## src/torus_minimal_route_queue_select_defines.svh

```systemverilog
// assertion macros used by the torus route selector top level
`ifndef TORUS_MINIMAL_ROUTE_QUEUE_SELECT_DEFINES_SVH
`define TORUS_MINIMAL_ROUTE_QUEUE_SELECT_DEFINES_SVH

// property checked at every edge outside reset
`define TMRQS_ASSERT_ALWAYS(lbl, prop, msg) \
  lbl: assert property (@(posedge clk_i) disable iff (!rst_ni) (prop)) else $error(msg);

// consequent checked in the cycle after the antecedent
`define TMRQS_ASSERT_NEXT(lbl, ante, cons, msg) \
  lbl: assert property (@(posedge clk_i) disable iff (!rst_ni) (ante) |=> (cons)) else $error(msg);

`endif

```

## src/tmrqs_pkg.sv

```systemverilog
// shared constants, types and helpers of the torus route selector
package tmrqs_pkg;

  localparam int Dims       = 3;
  localparam int MaxRadix   = 16;
  localparam int AddrW      = 12;
  localparam int SizeW      = 5;
  localparam int ClassW     = 2;
  localparam int MaskW      = 6;
  localparam int CoordW     = $clog2(MaxRadix);
  localparam int RadixW     = $clog2(MaxRadix + 1);
  localparam int DimW       = (Dims > 1) ? $clog2(Dims) : 1;
  localparam int RecipShift = AddrW + CoordW;
  localparam int RecipW     = RecipShift + 1;
  localparam int NumSizeRegs = 3;
  localparam int CfgIdxW    = 2;
  localparam int CfgDataW   = AddrW;
  localparam int NumStages  = 2 * Dims + 1;

  typedef logic [AddrW-1:0]  addr_t;
  typedef logic [CoordW-1:0] coord_t;
  typedef logic [RadixW-1:0] radix_t;

  // configuration register indexes
  typedef enum logic [CfgIdxW-1:0] {
    RegSizeX   = 2'd0,
    RegSizeY   = 2'd1,
    RegSizeZ   = 2'd2,
    RegOwnAddr = 2'd3
  } cfg_reg_e;

  // central queue classes
  typedef enum logic [ClassW-1:0] {
    ClassA = 2'd0,
    ClassB = 2'd1,
    ClassC = 2'd2
  } queue_class_e;

  typedef struct packed {
    logic [AddrW-1:0]  dest_address;
    logic [ClassW-1:0] queue_class;
  } in_t;

  typedef struct packed {
    logic              at_destination;
    logic [MaskW-1:0]  direction_mask;
    logic [ClassW-1:0] next_queue_class;
    logic              address_error;
  } out_t;

  // item state while the coordinates are peeled off one dimension at a time
  typedef struct packed {
    addr_t                 dest_quo;
    addr_t                 own_quo;
    coord_t [Dims-1:0]     dest_c;
    coord_t [Dims-1:0]     own_c;
    logic   [ClassW-1:0]   cls;
    logic                  at_dest;
  } work_t;

  // stage enables of one dimension split unit
  typedef struct packed {
    logic en_mul;
    logic en_sub;
  } split_ctrl_t;

  // size register to usable radix: zero acts as one, clamp at the maximum
  function automatic radix_t eff_size(logic [SizeW-1:0] size);
    radix_t res;
    if (size == '0) begin
      res = radix_t'(1);
    end else if (int'(size) > MaxRadix) begin
      res = radix_t'(MaxRadix);
    end else begin
      res = radix_t'(size);
    end
    return res;
  endfunction

endpackage

```

## src/tmrqs_split.sv

```systemverilog
// one dimension of the mixed-radix split: reciprocal multiply, then remainder
module tmrqs_split (
  input  logic                           clk_i,
  input  tmrqs_pkg::split_ctrl_t         ctrl_i,
  input  logic [tmrqs_pkg::DimW-1:0]     dim_i,
  input  tmrqs_pkg::radix_t              radix_i,
  input  tmrqs_pkg::work_t               work_i,
  output tmrqs_pkg::work_t               work_o
);

  localparam int ProdW = tmrqs_pkg::AddrW + tmrqs_pkg::RecipW;
  localparam int RemW  = tmrqs_pkg::AddrW + tmrqs_pkg::RadixW;

  // reciprocal table, ceil(2^shift / k), exact for every address below 2^AddrW
  logic [tmrqs_pkg::RecipW-1:0] recip [tmrqs_pkg::MaxRadix+1];

  assign recip[0] = '0;
  for (genvar Rdx = 1; Rdx <= tmrqs_pkg::MaxRadix; Rdx++) begin : g_recip
    localparam int Recip = ((1 << tmrqs_pkg::RecipShift) + Rdx - 1) / Rdx;
    assign recip[Rdx] = tmrqs_pkg::RecipW'(Recip);
  end

  // stage a: quotients by reciprocal multiplication
  logic [ProdW-1:0]     prod_dest, prod_own;
  tmrqs_pkg::addr_t     quo_dest_d, quo_own_d;
  tmrqs_pkg::addr_t     quo_dest_q, quo_own_q;
  tmrqs_pkg::work_t     work_a_q;

  always_comb begin
    prod_dest  = ProdW'(work_i.dest_quo) * ProdW'(recip[radix_i]);
    prod_own   = ProdW'(work_i.own_quo) * ProdW'(recip[radix_i]);
    quo_dest_d = prod_dest[tmrqs_pkg::RecipShift +: tmrqs_pkg::AddrW];
    quo_own_d  = prod_own[tmrqs_pkg::RecipShift +: tmrqs_pkg::AddrW];
  end

  always_ff @(posedge clk_i) begin
    if (ctrl_i.en_mul) begin
      work_a_q   <= work_i;
      quo_dest_q <= quo_dest_d;
      quo_own_q  <= quo_own_d;
    end
  end

  // stage b: remainders become this dimension's coordinates
  logic [RemW-1:0]  rem_dest, rem_own;
  tmrqs_pkg::work_t work_b_d, work_b_q;

  always_comb begin
    rem_dest = RemW'(work_a_q.dest_quo) - RemW'(quo_dest_q) * RemW'(radix_i);
    rem_own  = RemW'(work_a_q.own_quo) - RemW'(quo_own_q) * RemW'(radix_i);
    work_b_d = work_a_q;
    work_b_d.dest_quo        = quo_dest_q;
    work_b_d.own_quo         = quo_own_q;
    work_b_d.dest_c[dim_i]   = rem_dest[tmrqs_pkg::CoordW-1:0];
    work_b_d.own_c[dim_i]    = rem_own[tmrqs_pkg::CoordW-1:0];
  end

  always_ff @(posedge clk_i) begin
    if (ctrl_i.en_sub) begin
      work_b_q <= work_b_d;
    end
  end

  assign work_o = work_b_q;

endmodule

```

## src/tmrqs_route.sv

```systemverilog
// minimal direction per dimension, arrival, address error and queue class
module tmrqs_route (
  input  logic                                     clk_i,
  input  logic                                     en_i,
  input  tmrqs_pkg::radix_t [tmrqs_pkg::Dims-1:0]  radix_i,
  input  tmrqs_pkg::work_t                         work_i,
  output tmrqs_pkg::out_t                          out_o
);

  localparam int RadixW = tmrqs_pkg::RadixW;

  tmrqs_pkg::out_t       out_d, out_q;
  logic [tmrqs_pkg::MaskW-1:0] mask;
  tmrqs_pkg::queue_class_e     next_cls;
  logic                        higher, lower;

  // shorter way round in every dimension, ties go plus
  always_comb begin
    logic [RadixW-1:0] here, there, k, off;
    logic              at_last, at_first;
    mask   = '0;
    higher = 1'b0;
    lower  = 1'b0;
    for (int d = 0; d < tmrqs_pkg::Dims; d++) begin
      here     = RadixW'(work_i.own_c[d]);
      there    = RadixW'(work_i.dest_c[d]);
      k        = radix_i[d];
      if (there >= here) begin
        off = there - here;
      end else begin
        off = there + k - here;
      end
      at_last  = (here == k - RadixW'(1));
      at_first = (here == '0);
      if (off != '0) begin
        if (off <= (k >> 1)) begin
          mask[2*d] = 1'b1;
          if (!at_last) higher = 1'b1;
          else          lower  = 1'b1;
        end else begin
          mask[2*d+1] = 1'b1;
          if (at_first) higher = 1'b1;
          else          lower  = 1'b1;
        end
      end
    end
  end

  // queue class ordering rule
  always_comb begin
    case (work_i.cls)
      tmrqs_pkg::ClassA: next_cls = higher ? tmrqs_pkg::ClassA : tmrqs_pkg::ClassB;
      tmrqs_pkg::ClassB: next_cls = lower ? tmrqs_pkg::ClassB : tmrqs_pkg::ClassC;
      default:           next_cls = tmrqs_pkg::ClassC;
    endcase
  end

  always_comb begin
    out_d.at_destination   = work_i.at_dest;
    out_d.direction_mask   = mask;
    out_d.next_queue_class = next_cls;
    out_d.address_error    = (work_i.dest_quo != '0);
  end

  // output register
  always_ff @(posedge clk_i) begin
    if (en_i) begin
      out_q <= out_d;
    end
  end

  assign out_o = out_q;

endmodule

```

## src/torus_minimal_route_queue_select.sv

```systemverilog
// top level of the torus minimal route and queue class selector
//
// Usage: a packet header enters on the in channel (destination address and
// current queue class) with a valid/ready transfer; one result leaves on
// the out channel per header: arrival flag, six-bit minimal direction mask,
// next queue class and an address error flag. Torus sizes and this router's
// address sit in four registers written through the cfg port (index, data,
// write enable); write them only while no header is in flight.
// Stages: two per dimension (reciprocal multiply, then remainder multiply and
// subtract) plus the route and class stage, which is also the output
// register. Throughput: one header per cycle while out_ready_i is high;
// each stage holds its own multipliers.
// Reset: clears all stage valid bits, sizes return to 4 and the own address
// to 0; the block is ready for a header straight out of reset.
// Stall: when out_ready_i is low the pipeline holds; empty stages still
// close up, so in_ready_o only drops once every stage holds a header.
`include "torus_minimal_route_queue_select_defines.svh"

module torus_minimal_route_queue_select (
  input  logic                               clk_i,
  input  logic                               rst_ni,
  input  logic                               cfg_we_i,
  input  logic [tmrqs_pkg::CfgIdxW-1:0]      cfg_idx_i,
  input  logic [tmrqs_pkg::CfgDataW-1:0]     cfg_wdata_i,
  input  logic                               in_valid_i,
  output logic                               in_ready_o,
  input  tmrqs_pkg::in_t                     in_data_i,
  output logic                               out_valid_o,
  input  logic                               out_ready_i,
  output tmrqs_pkg::out_t                    out_data_o
);

  localparam int NumStages = tmrqs_pkg::NumStages;
  localparam int Dims      = tmrqs_pkg::Dims;

  // configuration registers
  logic [tmrqs_pkg::SizeW-1:0] size_q [tmrqs_pkg::NumSizeRegs];
  tmrqs_pkg::addr_t            own_q;

  always_ff @(posedge clk_i or negedge rst_ni) begin
    if (!rst_ni) begin
      for (int i = 0; i < tmrqs_pkg::NumSizeRegs; i++) begin
        size_q[i] <= tmrqs_pkg::SizeW'(4);
      end
      own_q <= '0;
    end else if (cfg_we_i) begin
      case (tmrqs_pkg::cfg_reg_e'(cfg_idx_i))
        tmrqs_pkg::RegSizeX:   size_q[0] <= cfg_wdata_i[tmrqs_pkg::SizeW-1:0];
        tmrqs_pkg::RegSizeY:   size_q[1] <= cfg_wdata_i[tmrqs_pkg::SizeW-1:0];
        tmrqs_pkg::RegSizeZ:   size_q[2] <= cfg_wdata_i[tmrqs_pkg::SizeW-1:0];
        tmrqs_pkg::RegOwnAddr: own_q     <= cfg_wdata_i[tmrqs_pkg::AddrW-1:0];
        default: ;
      endcase
    end
  end

  // usable radix per dimension
  tmrqs_pkg::radix_t [Dims-1:0] radix;

  always_comb begin
    for (int d = 0; d < Dims; d++) begin
      radix[d] = tmrqs_pkg::eff_size(size_q[d]);
    end
  end

  // stage enables: a stage loads when it is empty or its successor moves
  logic [NumStages:0]   en;
  logic [NumStages-1:0] valid_d, valid_q;

  always_comb begin
    en[NumStages] = out_ready_i;
    for (int s = NumStages - 1; s >= 0; s--) begin
      en[s] = !valid_q[s] || en[s+1];
    end
  end

  always_comb begin
    valid_d[0] = en[0] ? in_valid_i : valid_q[0];
    for (int s = 1; s < NumStages; s++) begin
      valid_d[s] = en[s] ? valid_q[s-1] : valid_q[s];
    end
  end

  always_ff @(posedge clk_i or negedge rst_ni) begin
    if (!rst_ni) begin
      valid_q <= '0;
    end else begin
      valid_q <= valid_d;
    end
  end

  assign in_ready_o  = en[0];
  assign out_valid_o = valid_q[NumStages-1];

  // header as it enters the split chain
  tmrqs_pkg::work_t work [Dims+1];

  always_comb begin
    work[0]          = '0;
    work[0].dest_quo = in_data_i.dest_address;
    work[0].own_quo  = own_q;
    work[0].cls      = in_data_i.queue_class;
    work[0].at_dest  = (in_data_i.dest_address == own_q);
  end

  // one split unit per dimension, x first
  for (genvar d = 0; d < Dims; d++) begin : g_dim
    tmrqs_pkg::split_ctrl_t ctrl;

    assign ctrl.en_mul = en[2*d];
    assign ctrl.en_sub = en[2*d+1];

    tmrqs_split u_split (
      .clk_i   (clk_i),
      .ctrl_i  (ctrl),
      .dim_i   (tmrqs_pkg::DimW'(d)),
      .radix_i (radix[d]),
      .work_i  (work[d]),
      .work_o  (work[d+1])
    );
  end

  tmrqs_route u_route (
    .clk_i   (clk_i),
    .en_i    (en[2*Dims]),
    .radix_i (radix),
    .work_i  (work[Dims]),
    .out_o   (out_data_o)
  );

  // checks
  `TMRQS_ASSERT_ALWAYS(a_blocked_means_full, !in_ready_o |-> (&valid_q), "input blocked with a free stage")
  `TMRQS_ASSERT_ALWAYS(a_one_entry_per_cycle, $countones(valid_q) <= $countones($past(valid_q)) + 1, "more than one header entered in a cycle")
  `TMRQS_ASSERT_ALWAYS(a_arrived_no_move, (out_valid_o && out_data_o.at_destination) |-> (out_data_o.direction_mask == '0), "move requested at destination")
  `TMRQS_ASSERT_ALWAYS(a_class_a_needs_move, (out_valid_o && out_data_o.next_queue_class == tmrqs_pkg::ClassA) |-> (out_data_o.direction_mask != '0), "class A kept without a minimal move")
  `TMRQS_ASSERT_NEXT(a_head_holds, valid_q[0] && !en[1], valid_q[0], "first stage dropped a stalled header")

endmodule
```

## config.mk

```make
export PLATFORM = sky130hd
export DESIGN_NAME = torus_minimal_route_queue_select
export DESIGN_NICKNAME = d
export VERILOG_FILES = /design/src/tmrqs_pkg.sv /design/src/tmrqs_split.sv /design/src/tmrqs_route.sv /design/src/torus_minimal_route_queue_select.sv
export VERILOG_INCLUDE_DIRS = /design/src /design/src/src
export SDC_FILE = /design/constraint.sdc
export NUM_CORES = 2
export LEC_CHECK = 0
export BUFFER_PORTS_ARGS = -buffer_cell sky130_fd_sc_hd__buf_2
export CORE_ASPECT_RATIO = 0.9
export CORE_MARGIN = 4
export CORE_UTILIZATION = 62
export CTS_CLUSTER_DIAMETER = 150
export DETAILED_ROUTE_END_ITERATION = 6
export PLACE_DENSITY_LB_ADDON = 0.2
export SKIP_CTS_REPAIR_TIMING = 1
export SYNTH_ARGS = -nofsm -noshare
export SYNTH_HDL_FRONTEND = slang
export SYNTH_SLANG_ARGS = --single-unit
```

## constraint.sdc

```tcl
create_clock -name clk_i -period 10.85 [get_ports clk_i]
set_input_delay 2.17 -clock clk_i [delete_from_list [all_inputs] [get_ports clk_i]]
set_output_delay 2.17 -clock clk_i [all_outputs]
set_load 0.005 [all_outputs]
```

Word level (Yosys, flattened, before mapping). Memory sizes are Yosys's and may differ from the RTL's. Cells that the tools add are included.

Bits in registers: 290. Bits in read-only memories: 1632. Bits of input ports: 33. Output and inout bits: 12. Logic and storage cells: 198. Memories: 3.

Add/subtract/negate cells: 18. Multiply operators: 12. $lt $le $gt $ge: 12. Eq/ne operators: 8. Multiplexer cells: 48. Bitwise logic cells: 3. Reductions and logical operators: 30.

Memories: (name not given) (words 32, bits a word 17, read ports 1, clocked after memory_dff 0, write ports 0, line tmrqs_split.sv:30) `prod_dest = ProdW'(work_i.dest_quo) * ProdW'(recip[radix_i]);`; (name not given) (words 32, bits a word 17, read ports 1, clocked after memory_dff 0, write ports 0, line tmrqs_split.sv:30); (name not given) (words 32, bits a word 17, read ports 1, clocked after memory_dff 0, write ports 0, line tmrqs_split.sv:30).

Operator list (number): $mul 12x17->28 (6); $mux 17 (6); $mul 12x5->4 (6); $mux 5 (9); $mux 1 (31); $sub 4x4->4 (6); $ge 6x6->1 const B (3); $not 5->6 (3); $add 4x5->5 (3); $eq 4x5->1 (3); $gt 5x5->1 const B (3); $le 5x4->1 (3); $logic_not 5->1 (3); $reduce_bool 5->1 (3); $sub 4x4->5 (3); $sub 5x1->5 const B (3); $sub 5x4->5 (3); $eq 12x12->1 (1); $ge 4x4->1 (3); $logic_not 4->1 (3); $reduce_bool 12->1 (1); $reduce_and 2->1 (4); $logic_not 1->1 (7); $logic_or 1x1->1 (7); other kinds (5) (8).

Depth between registers and ports, before layout.
Depth in word-level cells: 17. Gate-level depth with buffers: 33. Mapped depth without buffers: 30.

Cells and area by module. A second synthesis with hierarchy kept.

Cells, all modules: 5721. Area, all modules: 54564.8 um^2.

By module, submodules not included: tmrqs_split at g_dim[0].u_split (times used 1, cells each 1805, area an instance 17045.1 um^2, sequential area each 3303.2 um^2); tmrqs_split at g_dim[2].u_split (times used 1, cells each 1775, area an instance 16847.4 um^2, sequential area each 3303.2 um^2); tmrqs_split at g_dim[1].u_split (times used 1, cells each 1721, area an instance 16543.4 um^2, sequential area each 3303.2 um^2); tmrqs_route (times used 1, cells each 298, area an instance 2538.7 um^2, sequential area each 300.3 um^2); torus_minimal_route_queue_select (times used 1, cells each 122, area an instance 1590.3 um^2, sequential area each 854.6 um^2).

Worst setup path before layout. OpenSTA, ideal clock, no wires.

Path kind: input port to flip-flop. Start: in in_data_i[5] in the netlist's numbering. End: reg g_dim[0].u_split.quo_dest_q[11] (data pin). Setup time: 0.260 ns. Arrival: 7.477 ns. Path slack: 3.113 ns. Stages: 23. Path buffers: 2. Path through: buf_1 -> clkbuf_1 -> nand2_1 -> fa_1 -> inv_1 -> fa_1 -> inv_1 -> fa_1 -> inv_1 -> fa_1 -> inv_1 -> fa_1 -> inv_1 -> ha_1 -> a21o_1 -> a21oi_1 -> nor2b_1 -> or4_1 -> a311o_1 -> a31o_2 -> a21o_1 -> a21oi_2 -> xnor2_1.

Longest elaborated chain between the ends: 1.

Ends and longest elaborated chain: start: declaration (line torus_minimal_route_queue_select.sv:27) `input tmrqs_pkg::in_t in_data_i,`; $mul 12x17->28 (line tmrqs_split.sv:30); named net g_dim[0].u_split.prod_dest[27] (line tmrqs_split.sv:24) `logic [ProdW-1:0] prod_dest, prod_own;`; end signal: assignment (line tmrqs_split.sv:39) `quo_dest_q <= quo_dest_d;`; end: declaration (line tmrqs_split.sv:26) `tmrqs_pkg::addr_t quo_dest_q, quo_own_q;`.

The timed path passes the listed nets, and every way through them passes these cells. A chain may end at the register's enable or synchronous reset.

Worst setup path in the final report.
Start: reg size_q[8] in the netlist's numbering. End: reg g_dim[1].u_split.quo_dest_q[11] (data pin).

Longest elaborated chain between the ends: 8.

Ends and longest elaborated chain: start: declaration (line torus_minimal_route_queue_select.sv:37) `logic [tmrqs_pkg::SizeW-1:0] size_q [tmrqs_pkg::NumSizeRegs];`; start signal: indexed assignment (line torus_minimal_route_queue_select.sv:43) `size_q[i] <= tmrqs_pkg::SizeW'(4);`; $gt 5x5->1 (line tmrqs_pkg.sv:72) `end else if (int'(size) > MaxRadix) begin`; $mux 5 (line tmrqs_pkg.sv:72); $mux 5 * (line tmrqs_pkg.sv:70) `if (size == '0) begin`; $not 5->6 (implied by the code) * (line tmrqs_split.sv:30); $mem_v2 32x17 *; $mux 17 (implied by the code) * (2 in a row) (line tmrqs_split.sv:30); $mul 12x17->28 * (line tmrqs_split.sv:30); named net g_dim[1].u_split.prod_dest[27] (line tmrqs_split.sv:24); end signal: assignment (line tmrqs_split.sv:39); end: declaration (line tmrqs_split.sv:26).

Mark *: on every way through the listed nets, which the timed path passes. The rest lies on a longest branch. The select of a mux whose other input is x is not followed.

==> results by group <==
GRT
  – Largest net degree at the start of global routing: 46
  – Grt met2 use: 0.458
  – Number of global-route vias before repair: roughly 36000
  – M3 GR Usage: 0.0664
  – Antenna violations before repair: 7
  – Remaining global-route overflow: 0
  – Most congested layer reported by global routing: met2
  – Wire length of the first global-routing pass: about 190000 µm
  – Aggregate global-route resource usage: 0.286
  – GRT met1 Usage: 0.402

Min path
  – Worst Min Path Start: g_dim[0].u_split.quo_own_q[6]$_DFFE_PP_
  – Class of the most critical hold timing path: reg2reg
  – Number of cells on the worst hold path: 0

STA
  – Max-slew headroom at the worst pin: 0.234
  – Fraction of the cycle the final worst path needs: 0.812
  – Tightest Pin Transition: around 1.1 ns
  – RSZ-0062 raised after global routing: false
  – Clock Skews: around 0.019 ns
  – Worst slack on hold paths: roughly 0.40 ns
  – Tmin final: 8.81 ns
  – Total setup violations reported at the end of the flow: 0
  – Sum Neg Setup Slack: 0 ns
  – Number of max-slew violations in the final report: 0
  – Highest attainable clock frequency: between 100 and 150 MHz
  – Fin. Hold Viols: 0

Synth
  – Adder and majority cell fraction of the synthesized area: 0.480
  – Yosys top cell area share: 0.369
  – Synthesized area per cell: around 9.4 µm²
  – Area fraction in compound gates after synthesis: 0.0390
  – Synth area leaders: sky130_fd_sc_hd__fa_1 37%, sky130_fd_sc_hd__edfxtp_1 15%, sky130_fd_sc_hd__ha_1 11%
  – Leading post-synthesis cells by instance count: 1192 x sky130_fd_sc_hd__inv_1, 894 x sky130_fd_sc_hd__nand2_1, 889 x sky130_fd_sc_hd__fa_1
  – Share of async-settable or async-resettable flops after synthesis: 0.121
  – Basic-gate share of the synthesized area counting and, or, nand and nor cells: 0.151
  – Portion of netlist area occupied by mux cells: 0.0119
  – Count of flip-flops with a built-in enable after synthesis: around 250
  – Yosys Warn Count: 0
  – Number of flip-flops and latches in the synthesized netlist: around 280
  – Combinational family with the most area after synthesis: adder cells
  – Synthesized cell area: 48200 µm²
  – Cell taking the most area after synthesis: sky130_fd_sc_hd__fa_1
  – Most frequently used cell type in the post-synthesis netlist: sky130_fd_sc_hd__inv_1
  – Xor/xnor share of the synthesized area: 0.0345
  – Number of standard cells after synthesis: 5105
  – Synth Net Count: around 6500
  – Synth unique cells: 82
  – Register area share after synthesis: 0.172
  – Prevailing post-synth register cell: sky130_fd_sc_hd__edfxtp_1

Setup path
  – Cells on worst reg2reg path: 27
  – Buf+Inv Stages, Crit Path: 3
  – Critical Path RT: about 11 ns
  – Worst setup path start: size_q[8]$_DFFE_PN0P_
  – Cell type with the highest occurrence count on the critical path: sky130_fd_sc_hd__fa_1
  – Critical path data arrival time: between 9 and 10 ns
  – Max stage delay on crit path: 0.82 ns
  – Startpoint of the worst-slack reg-to-reg timing path: size_q[8]$_DFFE_PN0P_
  – Type of the setup path with the least slack: reg2reg
  – Kind of cell adding the most delay to the critical path: adder cells
  – CP max-delay cell: sky130_fd_sc_hd__nor2_1
  – Biggest fanout along the worst timing path: 24
  – Worst Setup End Kind: register
  – Type of element launching the critical path: register
  – Number of stages on the worst setup path: 27

Floorplan
  – Die boundary width: around 300 µm
  – Die ar.: approximately 80000 µm²
  – I/O pins: 45
  – Cell row count: 96
  – Floorplan core area: 76600 µm²
  – Initial Utilization: 0.629
  – Height of the chip: 273 µm

Pwr
  – Power per standard cell area: approximately 270 nW/µm²
  – Highest ir drop seen on vdd: 0.309 mV
  – Pleak: between 0.02 and 0.03 µW

Detailed routing
  – DRT Pass-1 Iters: 6
  – DRT iter0 DRCs: around 2100
  – Vias per cell: 5.50
  – Routed via count: 33300
  – DRC viols: 0
  – Wire length after detailed routing: 111000 µm
  – ANT nets after route: 0
  – WL per Instance: between 15 and 20 µm

Placed design
  – Final weighted congestion of routability-driven global placement: between 0.8 and 0.9
  – Half-perimeter wire length of the detailed placement result: around 85000 µm
  – Port Buffer Count: 44
  – Cell area reported after detailed placement: about 49000 µm²

Final layout
  – Ratio of cells with drive above 1 in the final layout: 0.0466
  – Final net count: around 6300
  – FILL cells: ~6200
  – Area Growth Syn to Fin: 4.61%
  – Post-route standard cell area excluding fillers: 50500 µm²

Status
  – Status: finished clean

Clocking
  – Max H-tree Level: 2
  – Clock-pin slew on the worst setup and hold paths: approximately 0.07 ns
  – CTS tree: yes
  – Maximum buffer depth of the clock tree: 3
  – CTS Buf Count: 34
  – CTS root buf: sky130_fd_sc_hd__clkbuf_16
  – Clock latency of the later-clocked register in the worst-skew pair: 0.57 ns
  – Clk sink count: 282

Flow run
  – Max Cap Violations: 0
-- cell usage in the layout (no fill, tap or decap), types with 21 or more instances in the layout --
master / netlist / final
sky130_fd_sc_hd__inv_1: 1192 / 1191
sky130_fd_sc_hd__nand2_1: 894 / 892
sky130_fd_sc_hd__fa_1: 889 / 889
sky130_fd_sc_hd__ha_1: 427 / 427
sky130_fd_sc_hd__and2_1: 373 / 373
sky130_fd_sc_hd__edfxtp_1: 248 / 248
sky130_fd_sc_hd__xnor2_1: 148 / 148
sky130_fd_sc_hd__nor2_1: 83 / 82
sky130_fd_sc_hd__a21oi_1: 80 / 77
sky130_fd_sc_hd__buf_4: 0 / 53
sky130_fd_sc_hd__buf_2: 7 / 44
sky130_fd_sc_hd__xor2_1: 42 / 42
sky130_fd_sc_hd__and3_1: 37 / 37
sky130_fd_sc_hd__a21o_1: 36 / 36
sky130_fd_sc_hd__o21ai_0: 38 / 35
sky130_fd_sc_hd__clkbuf_16: 0 / 35
sky130_fd_sc_hd__mux2_2: 32 / 32
sky130_fd_sc_hd__nor2b_1: 31 / 31
sky130_fd_sc_hd__dfrtp_1: 31 / 31
sky130_fd_sc_hd__nor3_1: 26 / 22
sky130_fd_sc_hd__o21a_1: 21 / 21
-- sequential cells by signal, summed over array words and instances (netlist names) --
| register | flops |
|---|---|
| g_dim.u_split.quo_dest_q | 36 |
| g_dim.u_split.work_o | 117 |
| g_dim.u_split.quo_own_q | 28 |
| size_q | 15 |
| own_q | 12 |
| g_dim.u_split.work_a_q | 57 |
| valid_q | 7 |
| u_route.out_o | 10 |
-- final cells by class --
cell class	count	area, µm²	share of cell area
Clock inverter	20	206	0.00409
Clock buffer	41	898	0.0178
Inverter	1193	4480	0.0888
Antenna cell	8	20.0	0.000397
Tap cell	1029	1290	0.0255
Multi-Input combinational cell	3387	34600	0.687
Timing Repair Buffer	97	618	0.0123
Sequential cell	282	8300	0.165
-- final timing paths --
kind / end / slack [ns]
max in group asynchronous: size_q[1]$_DFFE_PN0P_ / 8.33
min reg2reg: g_dim[0].u_split.work_o[33]$_DFFE_PP_ / 0.40
max reg2reg: g_dim[1].u_split.quo_dest_q[11]$_DFFE_PP_ / 2.04
min: g_dim[0].u_split.work_o[33]$_DFFE_PP_ / 0.40
max: g_dim[1].u_split.quo_dest_q[11]$_DFFE_PP_ / 2.04
min in group asynchronous: valid_q[0]$_DFFE_PN0P_ / 1.81
-- cells by family after synthesis --
family                   count (synthesis)
AND/OR/NAND/NOR                       1547
buffers and inverters                 1436
adder cells (fa/ha/maj)               1316
AO/OA/AOI/OAI                          282
flip-flops                             282
XOR/XNOR                               190
multiplexers                            52
-- metal layers --
metal,share of wire,routed length (µm),up-vias
li1,-,-,15000
met1,0.42,46900,16900
met2,0.46,51200,1204
met3,0.093,10300,173
met4,0.022,2470,2
met5,0.00012,13,-
-- power by group --
group	switching [µW]	internal [µW]
logic	5760	4200
registers	818	1960
clock network	495	632
total	7080	6790
-- through the flow --
stage	worst slack, ns	power, µW	util	cells
finish	2.04	13900	0.658	6057
global route	1.45	15600	0.658	6049
CTS	2.03	13900	0.658	6049
detailed placement	2.06	12700	0.644	5988
global placement	2.33	12300	0.644	5988
floorplan	3.11	10000	-	5105
No activity file was read; power rests on OpenSTA's default activity.
